**config.mk**
```make
export PLATFORM = sky130hd
export DESIGN_NAME = c2c_ctrl
export DESIGN_NICKNAME = d
export VERILOG_FILES = /design/src/hdl/c2c_pkg.sv /design/src/hdl/c2c_ctrl.sv
export SDC_FILE = /design/constraint.sdc
export NUM_CORES = 1
export LEC_CHECK = 0
export BUFFER_PORTS_ARGS = -buffer_cell sky130_fd_sc_hd__clkbuf_2
export CORE_UTILIZATION = 40
export CTS_CLUSTER_DIAMETER = 150
export CTS_CLUSTER_SIZE = 16
export DETAILED_ROUTE_END_ITERATION = 8
export GPL_TIMING_DRIVEN = 0
export PLACE_DENSITY = 0.66
export SETUP_SLACK_MARGIN = 0.02
export SLEW_MARGIN = 20
export SYNTH_ARGS = -nofsm -noshare
export SYNTH_HDL_FRONTEND = slang
export SYNTH_SLANG_ARGS = --single-unit
```
**constraint.sdc**
```tcl
create_clock -name clk_i -period 7.5 [get_ports clk_i]
set_input_delay 1.125 -clock clk_i [delete_from_list [all_inputs] [get_ports clk_i]]
set_output_delay 1.125 -clock clk_i [all_outputs]
set_load 0.005 [all_outputs]
```
**src/hdl/c2c_pkg.sv**
```systemverilog
// shared types, codes and constants of the coo to csr converter
package c2c_pkg;

  localparam int unsigned MaxRowsDef    = 1024;
  localparam int unsigned MaxEntriesDef = 4096;
  localparam int unsigned RowW          = 11;
  localparam int unsigned ColW          = 16;
  localparam int unsigned ValW          = 32;
  localparam int unsigned IdxW          = 13;
  localparam int unsigned CfgDataW      = 16;
  localparam logic [ValW-1:0] OneBits   = 32'h3F80_0000;

  typedef enum logic [1:0] {
    MODE_LOAD     = 2'd0,
    MODE_BUILD    = 2'd1,
    MODE_READ_PTR = 2'd2,
    MODE_READ_ENT = 2'd3
  } mode_e;

  typedef enum logic [1:0] {
    ST_OK        = 2'd0,
    ST_RANGE     = 2'd1,
    ST_FULL      = 2'd2,
    ST_NOT_BUILT = 2'd3
  } status_e;

  typedef enum logic [1:0] {
    CFG_NUM_ROWS  = 2'd0,
    CFG_NUM_COLS  = 2'd1,
    CFG_SYMMETRIC = 2'd2,
    CFG_PATTERN   = 2'd3
  } cfg_idx_e;

  typedef enum logic [3:0] {
    OP_NONE,
    OP_CAP,
    OP_CLR,
    OP_LD_A,
    OP_LD_B,
    OP_LD_C,
    OP_PS_RD,
    OP_PS_WR,
    OP_SC_RD,
    OP_SC_INS,
    OP_SC_WR,
    OP_RD,
    OP_RESP
  } dp_op_e;

  typedef struct packed {
    logic [1:0]      mode;
    logic [RowW-1:0] row;
    logic [ColW-1:0] column;
    logic [ValW-1:0] value_bits;
    logic [IdxW-1:0] read_index;
  } coo_in_t;

  typedef struct packed {
    logic [1:0]      status;
    logic [IdxW-1:0] count_or_pointer;
    logic [ColW-1:0] column_out;
    logic [ValW-1:0] value_out;
  } coo_out_t;

  typedef struct packed {
    dp_op_e  op;
    status_e st;
  } c2c_cmd_t;

  typedef struct packed {
    logic range_bad;
    logic full;
    logic mirror;
    logic rd_bad;
    logic out_free;
  } c2c_stat_t;

endpackage

```
**src/hdl/c2c_ctrl.sv**
```systemverilog
// sequencing state machine of the coo to csr converter
module c2c_ctrl import c2c_pkg::*; #(
  parameter int unsigned MAX_ROWS    = MaxRowsDef,
  parameter int unsigned MAX_ENTRIES = MaxEntriesDef,
  parameter int unsigned IW          = 13,
  parameter int unsigned TW          = 13
) (
  input  logic          clk_i,
  input  logic          rst_ni,
  input  logic          in_valid_i,
  input  logic [1:0]    in_mode_i,
  output logic          in_ready_o,
  input  c2c_stat_t     stat_i,
  output c2c_cmd_t      cmd_o,
  output logic [IW-1:0] idx_o,
  output logic [TW-1:0] total_o
);

  typedef enum logic [3:0] {
    S_CLR, S_IDLE, S_LD_A, S_LD_B, S_LD_C, S_PS_RD, S_PS_WR,
    S_SC_RD, S_SC_INS, S_SC_WR, S_RD, S_RESP
  } state_e;

  state_e        state_q;
  logic [IW-1:0] idx_q;
  logic [TW-1:0] total_q;
  logic          built_q, pend_q;
  status_e       st_q;
  logic          last_row, last_ent;

  assign last_row   = (32'(idx_q) == MAX_ROWS - 1);
  assign last_ent   = (32'(idx_q) + 32'd1 == 32'(total_q));
  assign in_ready_o = (state_q == S_IDLE);
  assign idx_o      = idx_q;
  assign total_o    = total_q;

  always_comb begin
    cmd_o.op = OP_NONE;
    cmd_o.st = st_q;
    case (state_q)
      S_IDLE:   if (in_valid_i) cmd_o.op = OP_CAP;
      S_CLR:    cmd_o.op = OP_CLR;
      S_LD_A:   if (!stat_i.range_bad && !stat_i.full) cmd_o.op = OP_LD_A;
      S_LD_B:   cmd_o.op = OP_LD_B;
      S_LD_C:   cmd_o.op = OP_LD_C;
      S_PS_RD:  cmd_o.op = OP_PS_RD;
      S_PS_WR:  cmd_o.op = OP_PS_WR;
      S_SC_RD:  cmd_o.op = OP_SC_RD;
      S_SC_INS: cmd_o.op = OP_SC_INS;
      S_SC_WR:  cmd_o.op = OP_SC_WR;
      S_RD:     if (!stat_i.rd_bad) cmd_o.op = OP_RD;
      S_RESP:   if (stat_i.out_free) cmd_o.op = OP_RESP;
      default:  cmd_o.op = OP_NONE;
    endcase
  end

  always_ff @(posedge clk_i or negedge rst_ni) begin
    if (!rst_ni) begin
      state_q <= S_CLR;
      idx_q   <= '0;
      total_q <= '0;
      built_q <= 1'b0;
      pend_q  <= 1'b0;
      st_q    <= ST_OK;
    end else begin
      case (state_q)
        S_CLR: begin
          if (last_row) begin
            idx_q   <= '0;
            pend_q  <= 1'b0;
            state_q <= pend_q ? S_LD_A : S_IDLE;
          end else begin
            idx_q <= idx_q + 1'b1;
          end
        end
        S_IDLE: begin
          if (in_valid_i) begin
            idx_q <= '0;
            st_q  <= ST_OK;
            case (in_mode_i)
              MODE_LOAD: begin
                if (built_q) begin
                  built_q <= 1'b0;
                  total_q <= '0;
                  pend_q  <= 1'b1;
                  state_q <= S_CLR;
                end else begin
                  state_q <= S_LD_A;
                end
              end
              MODE_BUILD: state_q <= S_PS_RD;
              default: begin
                if (built_q) begin
                  state_q <= S_RD;
                end else begin
                  st_q    <= ST_NOT_BUILT;
                  state_q <= S_RESP;
                end
              end
            endcase
          end
        end
        S_LD_A: begin
          if (stat_i.range_bad) begin
            st_q    <= ST_RANGE;
            state_q <= S_RESP;
          end else if (stat_i.full) begin
            st_q    <= ST_FULL;
            state_q <= S_RESP;
          end else begin
            state_q <= S_LD_B;
          end
        end
        S_LD_B: begin
          if (stat_i.mirror) begin
            state_q <= S_LD_C;
          end else begin
            total_q <= total_q + 1'b1;
            state_q <= S_RESP;
          end
        end
        S_LD_C: begin
          total_q <= total_q + TW'(2);
          state_q <= S_RESP;
        end
        S_PS_RD: state_q <= S_PS_WR;
        S_PS_WR: begin
          if (last_row) begin
            idx_q <= '0;
            if (total_q == '0) begin
              built_q <= 1'b1;
              state_q <= S_RESP;
            end else begin
              state_q <= S_SC_RD;
            end
          end else begin
            idx_q   <= idx_q + 1'b1;
            state_q <= S_PS_RD;
          end
        end
        S_SC_RD:  state_q <= S_SC_INS;
        S_SC_INS: state_q <= S_SC_WR;
        S_SC_WR: begin
          if (last_ent) begin
            built_q <= 1'b1;
            state_q <= S_RESP;
          end else begin
            idx_q   <= idx_q + 1'b1;
            state_q <= S_SC_RD;
          end
        end
        S_RD: begin
          if (stat_i.rd_bad) st_q <= ST_RANGE;
          state_q <= S_RESP;
        end
        S_RESP: if (stat_i.out_free) state_q <= S_IDLE;
        default: state_q <= S_IDLE;
      endcase
    end
  end

endmodule

```
After elaboration in Yosys (flattened, before gate mapping)
Index checks and enable logic that the tools add are counted.
{"block": "word_totals", "ff_bits": 34, "input_bits": 10, "output_inout_bits": 33, "elab_cells": 102}
{"block": "op_classes", "addsub": 4, "n_eq_ne": 26, "n_mux": 46, "n_reduce_logical": 20}
{"operator": "2-to-1 mux 13 bit", "count": 7}
{"operator": "one-hot mux 13 bit (3 select lines)", "count": 2}
{"operator": "one-hot mux 4 bit (12 select lines)", "count": 1}
{"operator": "2-to-1 mux 4 bit", "count": 11}
{"operator": "one-hot mux 4 bit (11 select lines)", "count": 1}
{"operator": "adder 13 x 1 -> 13 bit, second input constant", "count": 2}
{"operator": "2-to-1 mux 2 bit", "count": 9}
{"operator": "inequality test 2 bit, second input constant", "count": 9}
{"operator": "equality test 4 x 3 -> 1 bit, second input constant", "count": 4}
{"operator": "equality test 4 bit, second input constant", "count": 4}
{"operator": "adder 13 x 1 -> 14 bit, second input constant", "count": 1}
{"operator": "equality test 14 x 13 -> 1 bit", "count": 1}
{"operator": "adder 13 x 2 -> 13 bit, second input constant", "count": 1}
{"operator": "equality test 13 x 10 -> 1 bit, second input constant", "count": 1}
{"operator": "zero test 13 bit", "count": 1}
{"operator": "nonzero test 3 bit", "count": 4}
{"operator": "2-to-1 mux 1 bit", "count": 11}
{"operator": "AND reduction 5 bit", "count": 2}
{"operator": "equality test 4 x 2 -> 1 bit, second input constant", "count": 2}
{"operator": "one-hot mux 4 bit (2 select lines)", "count": 1}
{"operator": "one-hot mux 2 bit (3 select lines)", "count": 1}
{"operator": "AND reduction 3 bit", "count": 2}
{"operator": "AND reduction 6 bit", "count": 1}
{"operator": "OR reduction 2 bit", "count": 3}
{"operator": "other kinds (12)", "count": 14}

Logic depth before layout (Yosys ltp)
Gate-level depths: netlist of run 1.
{"block": "depth", "word_depth": 5, "depth_mapped": 10, "mapped_depth_nobuf": 8}

Least setup slack after synthesis of run 1
OpenSTA, ideal clock, no wires.
{"block": "synth_timing", "path_type": "input to output", "startpoint": "input stat_i[4] (netlist bit)", "endpoint": "output cmd_o[2] (netlist bit)", "arrival_ns": 1.752, "t_required_ns": 6.375, "slack_ns": 4.623, "cell_stages": 4, "path_buffers": 0, "cell_sequence": "or2_2 -> mux2i_1 -> nand2_1 -> o211ai_1"}
{"item": "start, declared", "line_no": "c2c_ctrl.sv:13", "text": "input c2c_stat_t stat_i,"}
{"item": "end, declared", "line_no": "c2c_ctrl.sv:14", "text": "output c2c_cmd_t cmd_o,"}

==> impl_metrics.py, run 1 <==
metrics = {
    "status": {
        "status": "completed",
    },
    "routing": {
        "wl_per_cell_um": 15.46,
        "drt-total-wl_um": 8165,
        "drc_errors": 0,
        "ant_nets": 0,
        "firstDrtPassIters": 5,
        "viasPerCell": 5.803,
        "vias": 3064,
        "drtIter0Drc": 254,
    },
    "logic_synthesis": {
        "synth-main-ff-cell": "dfrtp_1",
        "ys_seq_area_share_pct": 29.96,
        "synth-seq-cells": 34,
        "netlist_instances": 382,
        "avgSynthCellArea_sq_um": 7.435,
        "yosysTopAreaCell": "dfrtp_1",
        "synthSimpleGateAreaFrac_pct": 27.05,
        "synthMuxAreaShare_pct": 2.555,
        "synthAdderAreaFrac_pct": 1.762,
        "synth_xor_area_share_pct": 4.009,
        "async_reset_ff_share_pct": 100.0,
        "synth_compound_gate_area_share_pct": 27.53,
        "syn_area_sq_um": 2840,
        "synth-warning-count": 0,
        "ys_top_cells_by_count": "52 x nand2_1, 37 x o21ai_0, 34 x dfrtp_1, 33 x nor2_1, 22 x a21oi_1",
        "ys_types": 60,
        "yosys-top-cells-area": "dfrtp_1 30%, nand2_1 6.9%, o21ai_0 6.5%",
        "synth_edf_count": 0,
        "synth_top_area_share_pct": 29.96,
        "yosysMostFrequentCell": "nand2_1",
        "synth_nets": 396,
        "synth_top_family_by_area": "compound AO/OA/AOI/OAI gates",
    },
    "floorplan": {
        "core_area_sq_um": 6832,
        "fp.dieW_um": 86.27,
        "start_util_pct": 41.58,
        "die_y_um": 86.27,
        "row_count": 30,
        "die-area_sq_um": 7442,
        "boundaryPins": 43,
    },
    "timing": {
        "fin_crit_ns": 3.257,
        "maxSlewViolCount": 0,
        "clock_skew_ns": 0.006874,
        "period_share_pct": 43.42,
        "finalHoldViolCount": 0,
        "tns_ns": 0,
        "rsz0062_at_grt": "no",
        "setup_viol": 0,
        "max-slew-margin-rel_pct": 42.78,
        "fmax_mhz": 307.0,
        "tightest_slew_ns": 0.8582,
    },
    "worst_setup_path": {
        "crit_fanout": 10,
        "crit_required_ns": 6.38,
        "cp.arrival_ns": 2.13,
        "crit_path_end_kind": "primary output",
        "cp-start-kind": "flip-flop",
        "crit_type": "reg -> out",
    },
    "place": {
        "place.gp.congestion": 0.9569,
        "dp_hpwl_um": 6153,
        "port_buffers": 42,
        "place_area_sq_um": 3171,
    },
    "grt": {
        "grt.total_usage_pct": 22.79,
        "antenna_found_initial": 0,
        "grt_pass1_wl_um": 13440,
        "grt_max_degree": 35,
        "grt_pass1_vias": 2785,
        "grt_remaining_overflow": 0,
    },
    "clock_network": {
        "clkTransAtPathRegs_ns": 0.07,
        "cts_tree": "built",
        "cts.path.max_buffers": 2,
        "ctsResizeCount": 0,
        "cts-root-buf": "clkbuf_8",
        "cts_hold_buf": 0,
        "clk_latency_ns": 0.29,
        "cts_buffers": 5,
        "cts_setup_buffers": 0,
        "htree_levels": 2,
        "cts_sinks": 34,
    },
    "power_and_ir_drop": {
        "peakVddDrop_v": 0.00009897,
        "p_leak_nw": 1.348,
        "p_per_area_nw_per_um2": 310.9,
    },
    "job": {
        "drv_cap": 0,
    },
    "finish": {
        "regArea_sq_um": 850.8,
        "fin_area_sq_um": 3262,
        "nets": 445,
        "drive_gt1_share_pct": 15.05,
        "fill_cells": 729,
        "n_antenna_cell": 0,
        "syn_to_final_growth_pct": 14.85,
        "multi_input_area_sq_um": 1787,
    },
    "min_path": {
        "hold_path.class": "reg -> reg",
    },
}
-- metrics by stage --
step                      setup WS (ns)  total power, W  cells  utilization, %  hold slack [ns]
after global routing              4.151        0.001090    528           47.75           0.5912
after CTS                         4.300        0.001007    528           47.75           0.5683
after global placement            4.352       0.0008598    520           46.41           0.5496
after floorplan                   4.623       0.0006866    382               -           0.5256
after detailed placement          4.298       0.0008635    520           46.41           0.5522
final                             4.243        0.001014    528           47.75           0.5693
-- critical path, cell delays in order (launching register included) --
cell and delay [ns]:
dfrtp_1 0.35, clkbuf_1 0.37, clkinv_1 0.39, nand2_1 0.28, o21ai_0 0.11, a22o_1 0.24, clkbuf_2 0.11
-- kinds of logic after synthesis --
logic type / Yosys count
simple gates: 158
compound gates: 119
buf+inv: 47
flops: 34
xor+xnor: 13
mux: 7
fa+ha+maj: 4
-- sequential cells by signal (all words and copies together), names as in the netlist --
register,flops
built_q,1
idx_o,13
pend_q,1
st_q,2
state_q,4
total_o,13
-- worst paths after layout --
| check | end | startpoint | depth (start not counted) | slack [ns] |
|---|---|---|---|---|
| setup / recovery | cmd_o[5] | state_q[3] | 6 | 4.24 |
| max in group asynchronous | total_o[7] | rst_ni | 1 | 6.03 |
| min in group asynchronous | idx_o[12] | rst_ni | 1 | 0.94 |
| setup reg to reg | idx_o[3] | idx_o[0] | 9 | 4.44 |
| hold / removal | st_q[1] | st_q[1] | 2 | 0.57 |
| hold reg to reg | st_q[1] | st_q[1] | 2 | 0.57 |
-- power by group --
part | internal, W | switching (W) | total, W
sequential | 0.000220 | 0.0000476 | 0.000268
clock | 0.0000741 | 0.0000679 | 0.000142
combinational | 0.000228 | 0.000376 | 0.000604
total | 0.000523 | 0.000491 | 0.00101
-- cells in the final DEF (no fill, tap or decap), types with 6 or more instances in the layout --
master,netlist,final
o21ai_0,37,37
inv_1,17,17
clkbuf_1,18,19
dfrtp_1,34,34
nand2_1,52,52
nor3_1,16,16
nor2_1,33,33
nand4_1,9,9
a21oi_1,22,22
clkbuf_8,0,6
nand3_1,16,16
nor4_1,6,6
a31oi_1,7,7
xnor2_1,9,9
clkbuf_2,1,43
-- layout make-up --
type                            count  share of cell area, %
Timing Repair Buffer               42                  6.444
Inverter                           18                  2.071
Buffer                             29                  4.143
Clock inverter                      1                 0.1534
Clock buffer                        7                  2.647
Multi-Input combinational cell    301                  54.78
Sequential cell                    34                  26.08
Tap cell                           96                  3.682
-- layer usage --
metal / vias up / track usage [%] / wire length, um
met3: 11 / 4.286 / 556
met2: 138 / 36.36 / 3693
met4: 0 / 5.758 / 108
met5: - / 0 / 0
met1: 1407 / 31.75 / 3807
li1: 1508 / - / -
Note: power is estimated with default switching activity, not from simulation.
==> inputs of run 2 (changes only) <==
Settings changed: ABC_AREA set to 1, PLACE_DENSITY 0.66 to 0.69.
Clock period 7.5 ns to 2.8 ns, I/O delays scaled along.
==> impl_metrics.py, run 2 <==
metrics = {
    "routing": {
        "firstDrtPassIters": 6,
        "drt-total-wl_um": 8041,
        "viasPerCell": 5.274,
        "ant_nets": 0,
        "drc_errors": 0,
        "vias": 3191,
        "wl_per_cell_um": 13.29,
        "drtIter0Drc": 204,
    },
    "clock_network": {
        "cts_hold_buf": 0,
        "cts_buffers": 5,
        "clkTransAtPathRegs_ns": 0.08,
        "cts_setup_buffers": 0,
        "htree_levels": 2,
        "cts-root-buf": "clkbuf_8",
        "clk_latency_ns": 0.29,
        "ctsResizeCount": 0,
        "cts.path.max_buffers": 2,
        "cts_tree": "built",
        "cts_sinks": 34,
    },
    "logic_synthesis": {
        "ys_types": 36,
        "synth-warning-count": 0,
        "netlist_instances": 459,
        "synth_nets": 473,
        "synth_top_area_share_pct": 30.25,
        "syn_area_sq_um": 2813,
        "synth-seq-cells": 34,
        "async_reset_ff_share_pct": 100.0,
        "synth-main-ff-cell": "dfrtp_1",
        "avgSynthCellArea_sq_um": 6.128,
        "ys_seq_area_share_pct": 30.25,
        "ys_top_cells_by_count": "128 x nand2_1, 70 x nor2_1, 61 x inv_1, 59 x nand3_1, 34 x dfrtp_1",
        "yosysMostFrequentCell": "nand2_1",
        "yosys-top-cells-area": "dfrtp_1 30%, nand2_1 17%, nand3_1 10%",
        "yosysTopAreaCell": "dfrtp_1",
        "synth_edf_count": 0,
    },
    "timing": {
        "rsz0062_at_grt": "no",
        "period_share_pct": 90.88,
        "setup_viol": 0,
        "fmax_mhz": 393.0,
        "finalHoldViolCount": 0,
        "clock_skew_ns": 0.007852,
        "fin_crit_ns": 2.545,
        "tns_ns": 0,
        "max-slew-margin-rel_pct": 40.91,
        "tightest_slew_ns": 0.8864,
        "maxSlewViolCount": 0,
    },
    "grt": {
        "grt_remaining_overflow": 0,
        "grt.total_usage_pct": 23.73,
        "grt_pass1_vias": 3019,
        "grt_max_degree": 35,
        "antenna_found_initial": 0,
        "grt_pass1_wl_um": 13880,
    },
    "floorplan": {
        "die-area_sq_um": 7371,
        "core_area_sq_um": 6794,
        "start_util_pct": 41.40,
        "row_count": 30,
        "fp.dieW_um": 85.86,
        "boundaryPins": 43,
        "die_y_um": 85.86,
    },
    "worst_setup_path": {
        "r2r_slack_ns": 0.26,
        "cp.arrival_ns": 2.73,
        "crit_slowest_cell": "dfrtp_1",
        "path_buf_inv": 2,
        "crit_family": "simple AND/OR/NAND/NOR gates",
        "crit_required_ns": 2.99,
        "cp.depth": 11,
        "rr_startpoint": "idx_o[0]",
        "cp-start-kind": "flip-flop",
        "crit_path_end_kind": "flip-flop",
        "r2r_end": "idx_o[9]",
        "critical_path.max_stage_delay_ns": 0.49,
        "worstPathCellList": "ha_1 > nand2_1 > nor2_2 > nand2_1 > nor3_2 > inv_1 > a21oi_1 > buf_2 > a21oi_1 > nand3_1 > nand2_1",
        "cp_common_cell": "nand2_1",
        "crit_fanout": 10,
        "rr_worst_depth": 11,
        "worstSetupEndpoint": "idx_o[9]",
        "critPathLaunch": "idx_o[0]",
        "crit_type": "reg -> reg",
    },
    "finish": {
        "multi_input_area_sq_um": 1688,
        "syn_to_final_growth_pct": 14.99,
        "n_antenna_cell": 0,
        "fin_area_sq_um": 3234,
        "regArea_sq_um": 850.8,
        "drive_gt1_share_pct": 12.97,
        "most-common-layout-cells": "128 x nand2_1, 70 x nor2_1, 61 x inv_1",
        "nets": 522,
        "final_common_cell": "nand2_1",
        "fill_cells": 714,
    },
    "power_and_ir_drop": {
        "p_per_area_nw_per_um2": 782.6,
        "p_leak_nw": 1.638,
        "peakVddDrop_v": 0.0004098,
    },
    "min_path": {
        "hold_path.class": "in -> async",
    },
    "status": {
        "status": "completed",
    },
    "place": {
        "place.gp.congestion": 0.9175,
        "dp_hpwl_um": 6340,
        "port_buffers": 42,
        "place_area_sq_um": 3143,
    },
    "job": {
        "drv_cap": 0,
    },
}
[run 2: cell types whose count changed after synthesis, moves of 18 or more]
cell,change
nor2_1,+37
clkbuf_1,-18
nand2_1,+76
o21ai_0,-21
inv_1,+44
nand3_1,+43
[run 2: worst min path at each step]
stage	from	slack, ns	end
after global placement	built_q	0.50	built_q
after global routing	rst_ni	0.30	idx_o[1]
after CTS	rst_ni	0.27	idx_o[7]
after detailed placement	pend_q	0.51	pend_q
after floorplan	rst_ni	0.12	built_q
final	rst_ni	0.24	built_q
[run 2: cells by family after synthesis]
| kind of cell | after synthesis | share of synthesized area, % |
|---|---|---|
| AO/OA/AOI/OAI | 63 | 13.26 |
| XOR/XNOR | 3 | 0.9343 |
| adder cells (fa/ha/maj) | 4 | 1.779 |
| buffers and inverters | 69 | 9.742 |
| flip-flops | 34 | 30.25 |
| AND/OR/NAND/NOR | 286 | 44.04 |
[run 2: layout make-up]
type,instances,area share [%]
flip-flops and latches,34,26.31
plain buffers,6,1.161
clock inverters,1,0.1547
inverters,63,7.311
multi-input cells,356,52.19
clock buffers,7,2.669
repair buffers,42,6.499
well taps,96,3.714
[run 2: stage by stage]
stage / setup WS, ns / utilization [%] / hold WS, ns / total power, W / cells
after global routing: 0.04165 / 47.61 / 0.3031 / 0.002794 / 605
after floorplan: 0.8050 / - / 0.1244 / 0.001706 / 459
final: 0.2554 / 47.61 / 0.2376 / 0.002531 / 605
after global placement: 0.3381 / 46.26 / 0.5014 / 0.002123 / 597
after detailed placement: 0.3150 / 46.26 / 0.5111 / 0.002140 / 597
after CTS: 0.3037 / 47.61 / 0.2695 / 0.002536 / 605
[run 2: worst register-to-register path, cell delays in order, from the launching register on]
cell and delay, ns:
dfrtp_1 0.49, ha_1 0.23, nand2_1 0.14, nor2_2 0.18
nand2_1 0.13, nor3_2 0.30, inv_1 0.10, a21oi_1 0.34
buf_2 0.31, a21oi_1 0.08, nand3_1 0.09, nand2_1 0.06
[run 2: layer usage]
layer | track usage, % | vias up | wire, um | share of wire, %
met4 | 9.091 | 0 | 195 | 2.4
met2 | 40.07 | 125 | 3714 | 46
met1 | 30.46 | 1430 | 3683 | 46
met5 | 0 | - | 0 | 0
met3 | 3.850 | 17 | 447 | 5.6
li1 | - | 1619 | - | -
[run 2: power by group]
group	internal, W	total [W]	switching [W]	leakage, nW
clock	0.000199	0.000394	0.000195	0.0482
combinational	0.000485	0.00144	0.000954	1.13
sequential	0.000585	0.000698	0.000114	0.458
==> inputs of run 3 (changes only) <==
Settings changed: RECOVER_POWER set to 25.
==> impl_metrics.py, run 3 (same netlist as run 2, synthesis figures left out) <==
metrics = {
    "clock_network": {
        "cts_tree": "built",
        "cts_hold_buf": 0,
        "clkTransAtPathRegs_ns": 0.08,
        "cts_sinks": 34,
        "cts_setup_buffers": 0,
        "clk_latency_ns": 0.29,
        "cts-root-buf": "clkbuf_8",
        "ctsResizeCount": 0,
        "cts.path.max_buffers": 2,
        "cts_buffers": 5,
        "htree_levels": 2,
    },
    "floorplan": {
        "fp.dieW_um": 85.86,
        "boundaryPins": 43,
        "core_area_sq_um": 6794,
        "die_y_um": 85.86,
        "start_util_pct": 41.40,
        "row_count": 30,
        "die-area_sq_um": 7371,
    },
    "routing": {
        "ant_nets": 0,
        "drtIter0Drc": 204,
        "viasPerCell": 5.273,
        "vias": 3190,
        "wl_per_cell_um": 13.29,
        "firstDrtPassIters": 5,
        "drt-total-wl_um": 8041,
        "drc_errors": 0,
    },
    "place": {
        "port_buffers": 42,
        "dp_hpwl_um": 6340,
        "place_ws_ns": 0.3150,
        "place.gp.congestion": 0.9175,
    },
    "timing": {
        "maxSlewViolCount": 35,
        "fin_crit_ns": 2.543,
        "period_share_pct": 90.82,
        "setup_viol": 0,
        "rsz0062_at_grt": "no",
        "fin_ws_ns": 0.2571,
        "max-slew-margin-rel_pct": -26.24,
        "fmax_mhz": 393.3,
        "finalHoldViolCount": 0,
        "tns_ns": 0,
        "tightest_slew_ns": 1.894,
        "clock_skew_ns": 0.007861,
    },
    "power_and_ir_drop": {
        "seq_power_share_pct": 27.6,
        "pwr-share-clk_pct": 15.6,
        "p_sw_share_pct": 49.88,
        "switchingPower_w": 0.001262,
        "power.internal_w": 0.001269,
        "p_per_area_nw_per_um2": 782.9,
        "p_leak_nw": 1.635,
        "peakVddDrop_v": 0.0004098,
        "combPwrFrac_pct": 56.9,
    },
    "worst_setup_path": {
        "crit_required_ns": 2.99,
        "crit_path_end_kind": "flip-flop",
        "cp-start-kind": "flip-flop",
        "r2r_slack_ns": 0.26,
        "worstSetupEndpoint": "idx_o[9]",
        "crit_type": "reg -> reg",
        "rr_worst_depth": 11,
        "critPathLaunch": "idx_o[0]",
        "crit_fanout": 10,
        "rr_startpoint": "idx_o[0]",
        "r2r_end": "idx_o[9]",
        "cp.arrival_ns": 2.73,
    },
    "grt": {
        "grt_pass1_wl_um": 13880,
        "grt_remaining_overflow": 0,
        "grt_pass1_vias": 3019,
        "grt.total_usage_pct": 23.73,
        "antenna_found_initial": 0,
        "grt_max_degree": 35,
    },
    "finish": {
        "syn_to_final_growth_pct": 14.95,
        "n_antenna_cell": 0,
        "drive_gt1_share_pct": 12.77,
        "most-common-layout-cells": "128 x nand2_1, 70 x nor2_1, 61 x inv_1",
        "final_common_cell": "nand2_1",
        "fill_cells": 714,
        "nets": 522,
    },
    "job": {
        "drv_cap": 1,
    },
    "min_path": {
        "hold_path.class": "in -> reg",
    },
    "status": {
        "status": "complete, but fails checks",
        "violations": "max-capacitance violations, max-slew violations",
    },
}
run 3: cell counts in the layout (fill, tap and decap cells not counted):
No cell type changed its count.
run 3: power groups by stage:
stage | combinational [W] | sequential, W | clock [W]
3_5_place_dp | 0.00144 | 0.000704 | 0
6_report | 0.00144 | 0.000698 | 0.000394
3_3_place_gp | 0.00142 | 0.000702 | 0
5_1_grt | 0.00166 | 0.000709 | 0.000427
4_1_cts | 0.00144 | 0.000696 | 0.000400
2_1_floorplan | 0.00103 | 0.000678 | 0
run 3: critical path, stage by stage (launching register included):
cell and delay [ns]:
dfrtp_1 0.49, ha_1 0.23, nand2_1 0.14, nor2_2 0.18, nand2_1 0.13, nor3_2 0.30
inv_1 0.10, a21oi_1 0.34, buf_2 0.31, a21oi_1 0.08, nand3_1 0.09, nand2_1 0.06
run 3: area by class of cell:
type	instances	area [sq um]	share of cell area, %
repair buffers	42	209.0	6.463
flip-flops and latches	34	850.8	26.32
multi-input cells	356	1688	52.21
clock inverters	1	5.005	0.1548
well taps	96	120.1	3.715
inverters	63	236.5	7.314
plain buffers	6	37.54	1.161
clock buffers	7	86.33	2.670
run 3: per-stage QoR:
step	power, W	util [%]	std cells	hold slack (ns)	instance area (sq um)
finish	0.002531	47.59	605	0.4327	3233
global route	0.002794	47.59	605	0.4441	3233
CTS	0.002536	47.61	605	0.2695	3234
detailed placement	0.002140	46.26	597	0.5111	3143
global placement	0.002123	46.26	597	0.5014	3143
floorplan	0.001706	-	459	0.1244	2813
run 3: layer usage:
metal,GRT usage (%),vias up,routed length [um]
met5,0,-,0
met4,9.091,0,195
met3,3.850,17,443
met2,40.07,123,3720
met1,30.46,1430,3681
li1,-,1620,-
run 3: worst min path at each step:
stage / cells after the start / endpoint / slack, ns / from
floorplan: 0 / built_q / 0.12 / rst_ni
global placement: 2 / built_q / 0.50 / built_q
detailed placement: 2 / pend_q / 0.51 / pend_q
CTS: 1 / idx_o[7] / 0.27 / rst_ni
global route: 4 / state_q[3] / 0.44 / stat_i[0]
finish: 4 / state_q[1] / 0.43 / stat_i[0]
